### src/hw/rtl/class_pattern_substring_search_unit_assert.svh
// Assertion macros shared by the substring search unit.
`ifndef CLASS_PATTERN_SUBSTRING_SEARCH_UNIT_ASSERT_SVH
`define CLASS_PATTERN_SUBSTRING_SEARCH_UNIT_ASSERT_SVH

`ifndef NO_ASSERTIONS
// The consequent must hold in the same cycle as the antecedent.
`define CPSS_ASSERT_SAME(label, clk, rst, ante, cons) \
   label: assert property (@(posedge clk) disable iff (rst) (ante) |-> (cons)) \
      else $error("same-cycle check failed");
// The consequent must hold in the cycle after the antecedent.
`define CPSS_ASSERT_NEXT(label, clk, rst, ante, cons) \
   label: assert property (@(posedge clk) disable iff (rst) (ante) |=> (cons)) \
      else $error("next-cycle check failed");
`else
`define CPSS_ASSERT_SAME(label, clk, rst, ante, cons)
`define CPSS_ASSERT_NEXT(label, clk, rst, ante, cons)
`endif

`endif

### src/hw/rtl/cpss_pkg.sv
// Shared types and constants of the substring search unit.
`timescale 1ns / 1ps
`default_nettype none

package cpss_pkg;

   localparam int unsigned PATTERN_MAX = 8;
   localparam int unsigned LEN_W       = 4;
   localparam int unsigned CSR_IDX_W   = 2;

   localparam logic [7:0] SYM_DIGIT  = 8'h44;  // 'D'
   localparam logic [7:0] SYM_LETTER = 8'h41;  // 'A'
   localparam logic [7:0] SYM_ANY    = 8'h3F;  // '?'

   typedef logic [7:0]                   byte_type;
   typedef logic [PATTERN_MAX-1:0]       match_vec_type;
   typedef logic [LEN_W-1:0]             len_type;
   typedef logic [PATTERN_MAX*8-1:0]     pattern_type;

   typedef enum logic [CSR_IDX_W-1:0] {
      CSR_PATTERN_SYMBOLS = 2'd0,
      CSR_PATTERN_LENGTH  = 2'd1
   } csr_index_type;

endpackage

`default_nettype wire

### src/hw/rtl/class_pattern_substring_search_unit.sv
// Top level of the wildcard substring search unit.
//
//   channel  direction  handshake         payload
//   req      in         req_valid/stall   req_ch[7:0], req_last
//   rsp      out        rsp_valid/stall   rsp_found
//   csr      in         csr_valid/ready   csr_index[1:0], csr_wdata[63:0]
//
// One byte is taken per cycle; the symbol compare and the shift-and update sit
// between the input ports and the partial-match and result registers, so an
// accepted byte updates the state in the same edge. A result appears in the
// cycle after the byte marked last. Reset is synchronous and clears the pattern,
// the partial matches and the found flag. Only a last byte is held off, and only
// while an earlier result sits in the output register under stall.
`timescale 1ns / 1ps
`default_nettype none

`include "class_pattern_substring_search_unit_assert.svh"

module class_pattern_substring_search_unit (
   input  wire                      clock,
   input  wire                      reset,

   input  wire                      req_valid,
   output logic                     req_stall,
   input  wire cpss_pkg::byte_type  req_ch,
   input  wire                      req_last,

   output logic                     rsp_valid,
   input  wire                      rsp_stall,
   output logic                     rsp_found,

   input  wire                      csr_valid,
   output logic                     csr_ready,
   input  wire [cpss_pkg::CSR_IDX_W-1:0] csr_index,
   input  wire cpss_pkg::pattern_type    csr_wdata
);

   // Configuration registers.
   cpss_pkg::pattern_type   pattern_ff;
   cpss_pkg::len_type       length_ff;

   // Search state.
   cpss_pkg::match_vec_type partial_ff, partial_in;
   logic                    found_ff, found_in;

   // Output register.
   logic                    rsp_valid_ff, rsp_valid_in;
   logic                    rsp_found_ff, rsp_found_in;

   cpss_pkg::len_type       active_len;
   cpss_pkg::match_vec_type sym_hit;
   cpss_pkg::match_vec_type len_mask;
   cpss_pkg::match_vec_type next_partial;
   logic                    item_hit;
   logic                    req_xfer;
   logic                    rsp_xfer;
   logic                    csr_xfer;

   // Never waits; the user must send writes only while the unit is idle, unchecked.
   assign csr_ready = 1'b1;
   assign csr_xfer  = csr_valid && csr_ready;

   always_ff @(posedge clock) begin
      if (reset) begin
         pattern_ff <= '0;
         length_ff  <= '0;
      end else if (csr_xfer) begin
         unique case (csr_index)
            cpss_pkg::CSR_PATTERN_SYMBOLS: pattern_ff <= csr_wdata;
            cpss_pkg::CSR_PATTERN_LENGTH:  length_ff  <= csr_wdata[cpss_pkg::LEN_W-1:0];
            default: ;
         endcase
      end
   end

   // Lengths above the pattern capacity behave as a full pattern.
   assign active_len = (length_ff > cpss_pkg::LEN_W'(cpss_pkg::PATTERN_MAX)) ?
                       cpss_pkg::LEN_W'(cpss_pkg::PATTERN_MAX) : length_ff;

   // One comparator per pattern position, all looking at the incoming byte.
   for (genvar k = 0; k < cpss_pkg::PATTERN_MAX; k++) begin : g_sym
      cpss_sym_match u_match (
         .sym (pattern_ff[8*k +: 8]),
         .ch  (req_ch),
         .hit (sym_hit[k])
      );
      assign len_mask[k] = (active_len > cpss_pkg::LEN_W'(k));
   end

   // Shift-and step: each partial match extends by one symbol, and a new one
   // may start at every byte.
   assign next_partial = {partial_ff[cpss_pkg::PATTERN_MAX-2:0], 1'b1} & sym_hit & len_mask;

   // An empty pattern matches any string; otherwise the top active bit marks
   // a complete match ending at this byte.
   always_comb begin
      if (active_len == '0) begin
         item_hit = 1'b1;
      end else begin
         item_hit = next_partial[3'(active_len - cpss_pkg::LEN_W'(1))];
      end
   end

   assign rsp_xfer  = rsp_valid_ff && !rsp_stall;
   // Bytes that produce no result flow in even while a result is held.
   assign req_stall = rsp_valid_ff && rsp_stall && req_last;
   assign req_xfer  = req_valid && !req_stall;

   always_comb begin
      partial_in   = partial_ff;
      found_in     = found_ff;
      rsp_valid_in = rsp_valid_ff;
      rsp_found_in = rsp_found_ff;
      if (rsp_xfer) begin
         rsp_valid_in = 1'b0;
      end
      if (req_xfer) begin
         if (req_last) begin
            // The string ends here: report and start the next one clean.
            rsp_valid_in = 1'b1;
            rsp_found_in = found_ff || item_hit;
            partial_in   = '0;
            found_in     = 1'b0;
         end else begin
            partial_in   = next_partial;
            found_in     = found_ff || item_hit;
         end
      end
   end

   always_ff @(posedge clock) begin
      if (reset) begin
         partial_ff   <= '0;
         found_ff     <= 1'b0;
         rsp_valid_ff <= 1'b0;
      end else begin
         partial_ff   <= partial_in;
         found_ff     <= found_in;
         rsp_valid_ff <= rsp_valid_in;
      end
   end

   always_ff @(posedge clock) begin
      rsp_found_ff <= rsp_found_in;
   end

   assign rsp_valid = rsp_valid_ff;
   assign rsp_found = rsp_found_ff;

   // Partial matches never extend past the active pattern length.
   `CPSS_ASSERT_SAME(a_partial_in_len, clock, reset, 1'b1, (partial_ff & ~len_mask) == '0)
   // A last-byte transfer clears the search state for the next string.
   `CPSS_ASSERT_NEXT(a_clear_after_last, clock, reset, req_xfer && req_last,
                     (partial_ff == '0) && !found_ff)
   // A last-byte transfer always leaves a result in the output register.
   `CPSS_ASSERT_NEXT(a_result_after_last, clock, reset, req_xfer && req_last, rsp_valid_ff)
   // With an empty pattern every string is reported as found.
   `CPSS_ASSERT_NEXT(a_empty_pattern_found, clock, reset,
                     req_xfer && req_last && (active_len == '0), rsp_found_ff)

endmodule

`default_nettype wire

### src/hw/rtl/cpss_sym_match.sv
// Compares one pattern symbol against one input byte.
`timescale 1ns / 1ps
`default_nettype none

module cpss_sym_match (
   input  wire cpss_pkg::byte_type sym,
   input  wire cpss_pkg::byte_type ch,
   output logic                    hit
);

   function automatic logic is_digit(input cpss_pkg::byte_type c);
      return (c >= 8'h30) && (c <= 8'h39);
   endfunction

   function automatic logic is_lower(input cpss_pkg::byte_type c);
      return (c >= 8'h61) && (c <= 8'h7A);
   endfunction

   function automatic logic is_upper(input cpss_pkg::byte_type c);
      return (c >= 8'h41) && (c <= 8'h5A);
   endfunction

   function automatic logic is_punct(input cpss_pkg::byte_type c);
      return (c >= 8'h21) && (c <= 8'h7E) && !is_digit(c) && !is_lower(c) && !is_upper(c);
   endfunction

   always_comb begin
      if (sym == cpss_pkg::SYM_DIGIT) begin
         hit = is_digit(ch);
      end else if (sym == cpss_pkg::SYM_LETTER) begin
         hit = is_lower(ch) || is_upper(ch);
      end else if (is_lower(sym)) begin
         // Setting bit 5 folds an upper-case byte onto its lower-case form.
         hit = (ch == sym) || (is_upper(ch) && ((ch | 8'h20) == sym));
      end else if (sym == cpss_pkg::SYM_ANY) begin
         hit = 1'b1;
      end else if (is_punct(sym)) begin
         hit = (ch == sym);
      end else begin
         hit = 1'b0;
      end
   end

endmodule

`default_nettype wire

### config.mk
export PLATFORM = sky130hd
export DESIGN_NAME = class_pattern_substring_search_unit
export DESIGN_NICKNAME = d
export VERILOG_FILES = /design/src/hw/rtl/cpss_pkg.sv /design/src/hw/rtl/class_pattern_substring_search_unit.sv /design/src/hw/rtl/cpss_sym_match.sv
export VERILOG_INCLUDE_DIRS = /design/src /design/src/hw/rtl
export SDC_FILE = /design/constraint.sdc
export NUM_CORES = 1
export LEC_CHECK = 0
export BUFFER_PORTS_ARGS = -buffer_cell sky130_fd_sc_hd__buf_2
export CORE_MARGIN = 2
export CORE_UTILIZATION = 35
export CTS_CLUSTER_SIZE = 10
export DETAILED_ROUTE_END_ITERATION = 7
export PLACE_DENSITY_LB_ADDON = 0.2
export SYNTH_ARGS = -nofsm -noshare
export SYNTH_HDL_FRONTEND = slang
export SYNTH_SLANG_ARGS = --single-unit
### constraint.sdc
create_clock -name clock -period 4.34 [get_ports clock]
set_input_delay 0.434 -clock clock [delete_from_list [all_inputs] [get_ports clock]]
set_output_delay 0.434 -clock clock [all_outputs]
set_load 0.1 [all_outputs]
* Word-level counts from Yosys, hierarchy flattened
Cells that the tools add are included.
** Storage, ports and cells
- Bits of input ports :: 80
- Output and inout bits :: 4
- Word-level logic and storage cells :: 291
- Bits in registers :: 78
** Operators by class
- Eq/ne operators :: 41
- Reduce and logical (&&, ||, !) cells :: 112
- Mux-type cells :: 49
- $lt $le $gt $ge :: 80
- Add/sub/neg operators :: 1
- Bitwise logic cells :: 2
** Operator list (count)
- <= comparator 8 x 7 -> 1 bit (second input constant) :: 26
- >= comparator 8 x 7 -> 1 bit (second input constant) :: 18
- >= comparator 8 x 6 -> 1 bit (second input constant) :: 17
- == test 8 x 7 -> 1 bit (second input constant) :: 16
- == test 8 bit :: 16
- <= comparator 8 x 6 -> 1 bit (second input constant) :: 9
- logical AND 1 bit :: 71
- == test 8 x 6 -> 1 bit (second input constant) :: 8
- 2-to-1 mux 1 bit :: 46
- zero test 1 bit :: 26
- bitwise AND 8 bit :: 2
- greater-than comparator 4 x 3 -> 1 bit (second input constant) :: 4
- logical OR 1 bit :: 10
- greater-than comparator 4 x 1 -> 1 bit (second input constant) :: 2
- greater-than comparator 4 x 2 -> 1 bit (second input constant) :: 2
- 2-to-1 mux 7 bit :: 1
- AND reduction 2 bit :: 3
- greater-than comparator 4 bit (second input constant) :: 1
- zero test 4 bit :: 1
- less-than comparator 3 x 4 -> 1 bit (second input constant) :: 1
- 2-to-1 mux 4 bit :: 1
- binary-select mux 1 bit (select 3 bit) :: 1
- subtractor 3 x 1 -> 3 bit (second input constant) :: 1
- == test 2 x 1 -> 1 bit (second input constant) :: 1
- zero test 2 bit :: 1

* Longest topological paths before layout
- Depth after elaboration :: 18
- Depth in mapped cells :: 13
- Depth with buffers taken out :: 12

* Cells and area by module
From an unflattened synthesis, not the netlist that was laid out.
** Unflattened totals
- Cell total of the unflattened synthesis :: 784
- Area, all modules :: 5764.3 um2
** By module, submodules not included
- class_pattern_substring_search_unit :: cells each 384, sequential area each 1571.5 um2, times used 1, area an instance 3061.7 um2
- cpss_sym_match :: cells each 50, sequential area each 0.0 um2, times used 8, area an instance 337.8 um2

* Worst setup path after synthesis
Ideal clock, no wire load.
- Path type :: input-to-reg
- Start point :: input req_ch[0]
- End point :: register rsp_found_ff, in the netlist rsp_found, data pin
- Library setup time :: 0.260 ns
- Path slack :: 1.540 ns
- Stages on the path :: 10
- Required time :: 4.080 ns
- Buffers on the path :: 2
- Data arrival time :: 2.540 ns
- Path through :: buf_6 -> or4_4 -> o221a_1 -> buf_6 -> nor4b_4 -> nor4_2 -> a2111oi_4 -> o211ai_1 -> o32ai_2 -> nor2_1
** On the way
- Cells in the longest elaborated chain, start to end :: 13
- Elaborated cells on any way between the ends :: 88
- Those cells by class :: order compare: 6; eq/ne: 16; mux: 43; bitwise: 2; reduce/logical: 21
** RTL lines
- start, declared :: RTL line class_pattern_substring_search_unit.sv:25 : input wire cpss_pkg::byte_type req_ch,
- >= comparator 8 x 7 -> 1 bit / <= comparator 8 x 7 -> 1 bit (equally long branches) :: RTL line cpss_sym_match.sv:20 : return (c >= 8'h41) && (c <= 8'h5A);
- logical AND 1 bit :: RTL line cpss_sym_match.sv:20
- logical AND 1 bit :: RTL line cpss_sym_match.sv:34 : hit = (ch == sym) || (is_upper(ch) && ((ch | 8'h20) == sym));
- logical OR 1 bit :: RTL line cpss_sym_match.sv:34
- 2-to-1 mux 1 bit :: RTL line cpss_sym_match.sv:32 : end else if (is_lower(sym)) begin
- 2-to-1 mux 1 bit :: RTL line cpss_sym_match.sv:30 : end else if (sym == cpss_pkg::SYM_LETTER) begin
- 2-to-1 mux 1 bit :: RTL line cpss_sym_match.sv:28 : if (sym == cpss_pkg::SYM_DIGIT) begin
- bitwise AND 8 bit * (2 in series) :: RTL line class_pattern_substring_search_unit.sv:92 : assign next_partial = {partial_ff[cpss_pkg::PATTERN_MAX-2:0], 1'b1} & sym_hit & len_mask;
- binary-select mux 1 bit (select 3 bit) * :: RTL line class_pattern_substring_search_unit.sv:100 : item_hit = next_partial[3'(active_len - cpss_pkg::LEN_W'(1))];
- 2-to-1 mux 1 bit (not written as such) * :: RTL line class_pattern_substring_search_unit.sv:100
- 2-to-1 mux 1 bit * :: RTL line class_pattern_substring_search_unit.sv:97 : if (active_len == '0) begin
- logical OR 1 bit * :: RTL line class_pattern_substring_search_unit.sv:121 : rsp_found_in = found_ff || item_hit;
- end signal, assigned :: RTL line class_pattern_substring_search_unit.sv:144 : rsp_found_ff <= rsp_found_in;
- end, declared :: RTL line class_pattern_substring_search_unit.sv:48 : logic rsp_found_ff, rsp_found_in;
Mark *: on every way between the ends. The rest lies on a longest branch, timed or not. The select of a mux whose other input is x is not followed.
A chain may end at the register's enable or synchronous reset.

* Worst setup path after layout
- Start point :: register length_ff[3]
- End point :: register rsp_found_ff, in the netlist rsp_found, data pin
** On the way
- Cells in the longest elaborated chain, start to end :: 8
- Elaborated cells on any way between the ends :: 17
- Those cells by class :: add/sub: 1; order compare: 9; mux: 4; bitwise: 1; reduce/logical: 2
** RTL lines
- start, declared :: RTL line class_pattern_substring_search_unit.sv:40 : cpss_pkg::len_type length_ff;
- start signal, assigned :: RTL line class_pattern_substring_search_unit.sv:70 : cpss_pkg::CSR_PATTERN_LENGTH: length_ff <= csr_wdata[cpss_pkg::LEN_W-1:0];
- greater-than comparator 4 bit :: RTL line class_pattern_substring_search_unit.sv:77 : assign active_len = (length_ff > cpss_pkg::LEN_W'(cpss_pkg::PATTERN_MAX)) ?
- 2-to-1 mux 4 bit * :: RTL line class_pattern_substring_search_unit.sv:77
- greater-than comparator 4 x 1 -> 1 bit, or another cell as far along :: RTL line class_pattern_substring_search_unit.sv:87 : assign len_mask[k] = (active_len > cpss_pkg::LEN_W'(k));
- bitwise AND 8 bit :: RTL line class_pattern_substring_search_unit.sv:92
- binary-select mux 1 bit (select 3 bit) :: RTL line class_pattern_substring_search_unit.sv:100
- 2-to-1 mux 1 bit (not written as such) :: RTL line class_pattern_substring_search_unit.sv:100
- 2-to-1 mux 1 bit * :: RTL line class_pattern_substring_search_unit.sv:97
- logical OR 1 bit * :: RTL line class_pattern_substring_search_unit.sv:121
Marks and branches as above.

==> impl_metrics.py <==
metrics = {
    "placement": {
        "port_buffers": 82,
        "gp_congestion": 0.929,
        "dp.final_hpwl_um": 10700,
        "dpl_cell_area_sq_um": 5580,
    },
    "cells_and_area": {
        "diodes": 0,
        "num-nets-final": 839,
        "multi_input_area_sq_um": 3290,
        "final_area_sq_um": 5870,
        "final_util_pct": 40.4,
        "regArea_sq_um": 1570,
        "drive_above_1_share_pct": 15.0,
        "fillers": 1536,
        "area_delta_synth_final_pct": 12.8,
    },
    "drt": {
        "wl_per_cell_um": 16.0,
        "first_pass_iters": 5,
        "drcViolationCount": 0,
        "detail-route-antenna-nets": 0,
        "totalWireLength_um": 15100,
        "vias": 5222,
        "drt_iter0_drc": 396,
        "via_per_inst": 5.54,
    },
    "critical_path": {
        "crit_path_max_fanout": 10,
        "reg2reg_slack_ns": 1.39,
        "crit_arrival_ns": 3.04,
        "startpoint_type": "flip-flop",
        "reg2reg_depth": 12,
        "worst-endpoint-required_ns": 4.43,
        "critPathCaptureType": "flip-flop",
        "r2r-start": "length_ff[3]",
        "criticalPathCategory": "reg2reg",
        "r2r_end": "rsp_found",
    },
    "min_path": {
        "hold_depth": 3,
        "min_path_type": "in2reg",
        "min-delay-start": "csr_wdata[27]",
        "whs_endpoint": "pattern_ff[27]",
    },
    "grt": {
        "antenna_found_initial": 0,
        "grt.total_usage_pct": 19.2,
        "overflow": 0,
        "grt_pass1_wl_um": 25000,
        "grt_max_degree": 65,
        "grt_pass1_vias": 4947,
    },
    "logic_synthesis": {
        "synthTopCellsByArea": "dfxtp_1 30%, nand2_1 12%, a21oi_1 9.0%",
        "synth.net_count": 814,
        "yosysUniqueCellTypes": 70,
        "synth_common_cells": "162 x nand2_1, 94 x a21oi_1, 77 x dfxtp_1",
        "synth.avg_cell_area_sq_um": 7.14,
        "synth_enable_flop_cells": 1,
        "synth.cell_area_sq_um": 5200,
        "synthSimpleGateAreaFrac_pct": 29.7,
        "ys_warn_count": 0,
        "ys_ff_latch": 78,
        "synthAdderAreaFrac_pct": 1.20,
        "synthCells": 729,
        "synth_most_common_cell": "nand2_1",
        "synth_top_family_by_area": "simple AND/OR/NAND/NOR gates",
        "synth-compound-area-share_pct": 21.4,
        "ys.flop_type": "dfxtp_1",
        "synth-async-reset-ratio_pct": 0,
        "post-synth-top-area-cell": "dfxtp_1",
        "synthXorXnorAreaFrac_pct": 9.76,
        "yosysTopAreaCellShare_pct": 29.6,
        "synthMuxAreaShare_pct": 0.962,
        "ys_seq_area_share_pct": 30.2,
    },
    "sta": {
        "hold_ws_ns": 0.327,
        "rsz0062_at_grt": "false",
        "timing.fmax_mhz": 339,
        "relSlewSlack_pct": 56.3,
        "max_slew.worst_pin.slew_ns": 0.656,
        "maxSlewViolCount": 0,
        "finalHoldViolations": 0,
        "min_period_ns": 2.95,
        "period_share_pct": 68.0,
        "fin_skew_ns": 0.00630,
        "setup_viol": 0,
        "fin_tns_setup_ns": 0,
    },
    "pwr": {
        "p_seq_share_pct": 44.7,
        "swShare_pct": 27.5,
        "p_int_w": 0.00127,
        "finalPower_w": 0.00176,
        "pwr_density_cell_nw_per_um2": 299,
        "power_frac_comb_pct": 14.1,
        "irDropWorstVdd_mv": 0.166,
        "p_sw_w": 0.000483,
        "clkPwrFrac_pct": 41.2,
        "p_leak_nw": 2.11,
    },
    "run": {
        "drv_cap": 0,
    },
    "cts": {
        "cts_buffers": 9,
        "cts-resized-gates": 0,
        "post_cts_buffers": 0,
        "clk_latency_ns": 0.34,
        "cts_sinks": 78,
        "cts_hold_buffers": 0,
        "cts_tree": "done",
        "cts_buffer_depth": 2,
        "htree_levels": 3,
        "root_buffer": "clkbuf_16",
        "path_clk_slew_ns": 0.06,
    },
    "die": {
        "start_util_pct": 35.8,
        "dieArea_sq_um": 15900,
        "fp.dieW_um": 126,
        "ios": 84,
        "num_rows": 44,
        "dieHeight_um": 126,
        "core_sq_um": 14500,
    },
    "status": {
        "status": "complete, no violations",
    },
}
worst max path at each step:
stage,slack (ns),depth (start not counted),from,end
2_1_floorplan,1.54,10,req_ch[0],rsp_found
3_3_place_gp,1.22,9,req_ch[1],rsp_found
3_5_place_dp,1.16,9,req_ch[1],rsp_found
4_1_cts,1.44,12,length_ff[3],rsp_found
5_1_grt,1.16,12,length_ff[3],rsp_found
6_report,1.39,12,length_ff[3],rsp_found
placed cells by master, fill, tap and decap left out, types with 15 or more instances in the layout:
cell       n
dfxtp_1   77
nand2_1  162
o21ai_0   21
xnor2_1   21
nor4_1    18
inv_1     15
buf_2     82
a21oi_1   94
nor3_1    19
xor2_1    37
nor2_1    40
worst max-delay path, stage by stage, from the launching register on:
cell and delay, ns:
dfxtp_1 0.52, nand2b_1 0.35, ha_1 0.22, inv_1 0.05, ha_1 0.16, a21boi_0 0.12, o21ai_0 0.23, a21oi_1 0.08
a21boi_0 0.14, a31oi_1 0.35, nor2_1 0.12, o32ai_2 0.29, nor2_1 0.08
cell type report:
type | instances | area share, %
clock inverter | 3 | 0.298
multi-input combinational | 565 | 56.1
inverter | 15 | 0.959
tap | 184 | 3.92
timing repair buffer | 85 | 7.38
sequential | 78 | 26.8
clock buffer | 13 | 4.60
layer usage:
metal	GRT usage, %	vias up	part of all wire, %
met4	7.05	0	2.1
met2	30.5	180	46
met3	4.08	19	6.1
met1	25.7	2424	46
li1	-	2599	-
met5	0	-	0
registers in the layout, indices dropped and copies added (netlist names):
signal,flops
length_ff,4
rsp_found,1
partial_ff,7
found_ff,1
pattern_ff,64
rsp_valid,1
power by group through the flow:
stage                     Sequential, W  Combinational, W  Clock [W]
after detailed placement       0.000801          0.000247          0
after CTS                      0.000785          0.000248   0.000746
final                          0.000786          0.000248   0.000723
after floorplan                0.000777          0.000189          0
after global routing           0.000791          0.000276   0.000774
after global placement         0.000800          0.000240          0
kinds of logic (layout without fill, tap and decap cells):
logic type | Yosys count | after routing
and+or+nand+nor | 319 | 319
other | 1 | 1
AOI/OAI and AO/OA | 177 | 177
muxes | 5 | 5
adders and majority gates | 5 | 5
buffers and inverters | 86 | 116
xor gates and xnor gates | 58 | 58
DFF | 78 | 78
per-stage QoR:
| stage | setup WS [ns] | instances |
|---|---|---|
| 4_1_cts | 1.44 | 943 |
| 3_3_place_gp | 1.22 | 927 |
| 3_5_place_dp | 1.16 | 927 |
| 5_1_grt | 1.16 | 943 |
| 2_1_floorplan | 1.54 | 729 |
| 6_report | 1.39 | 943 |
Note: power is estimated with default switching activity, not from simulation.
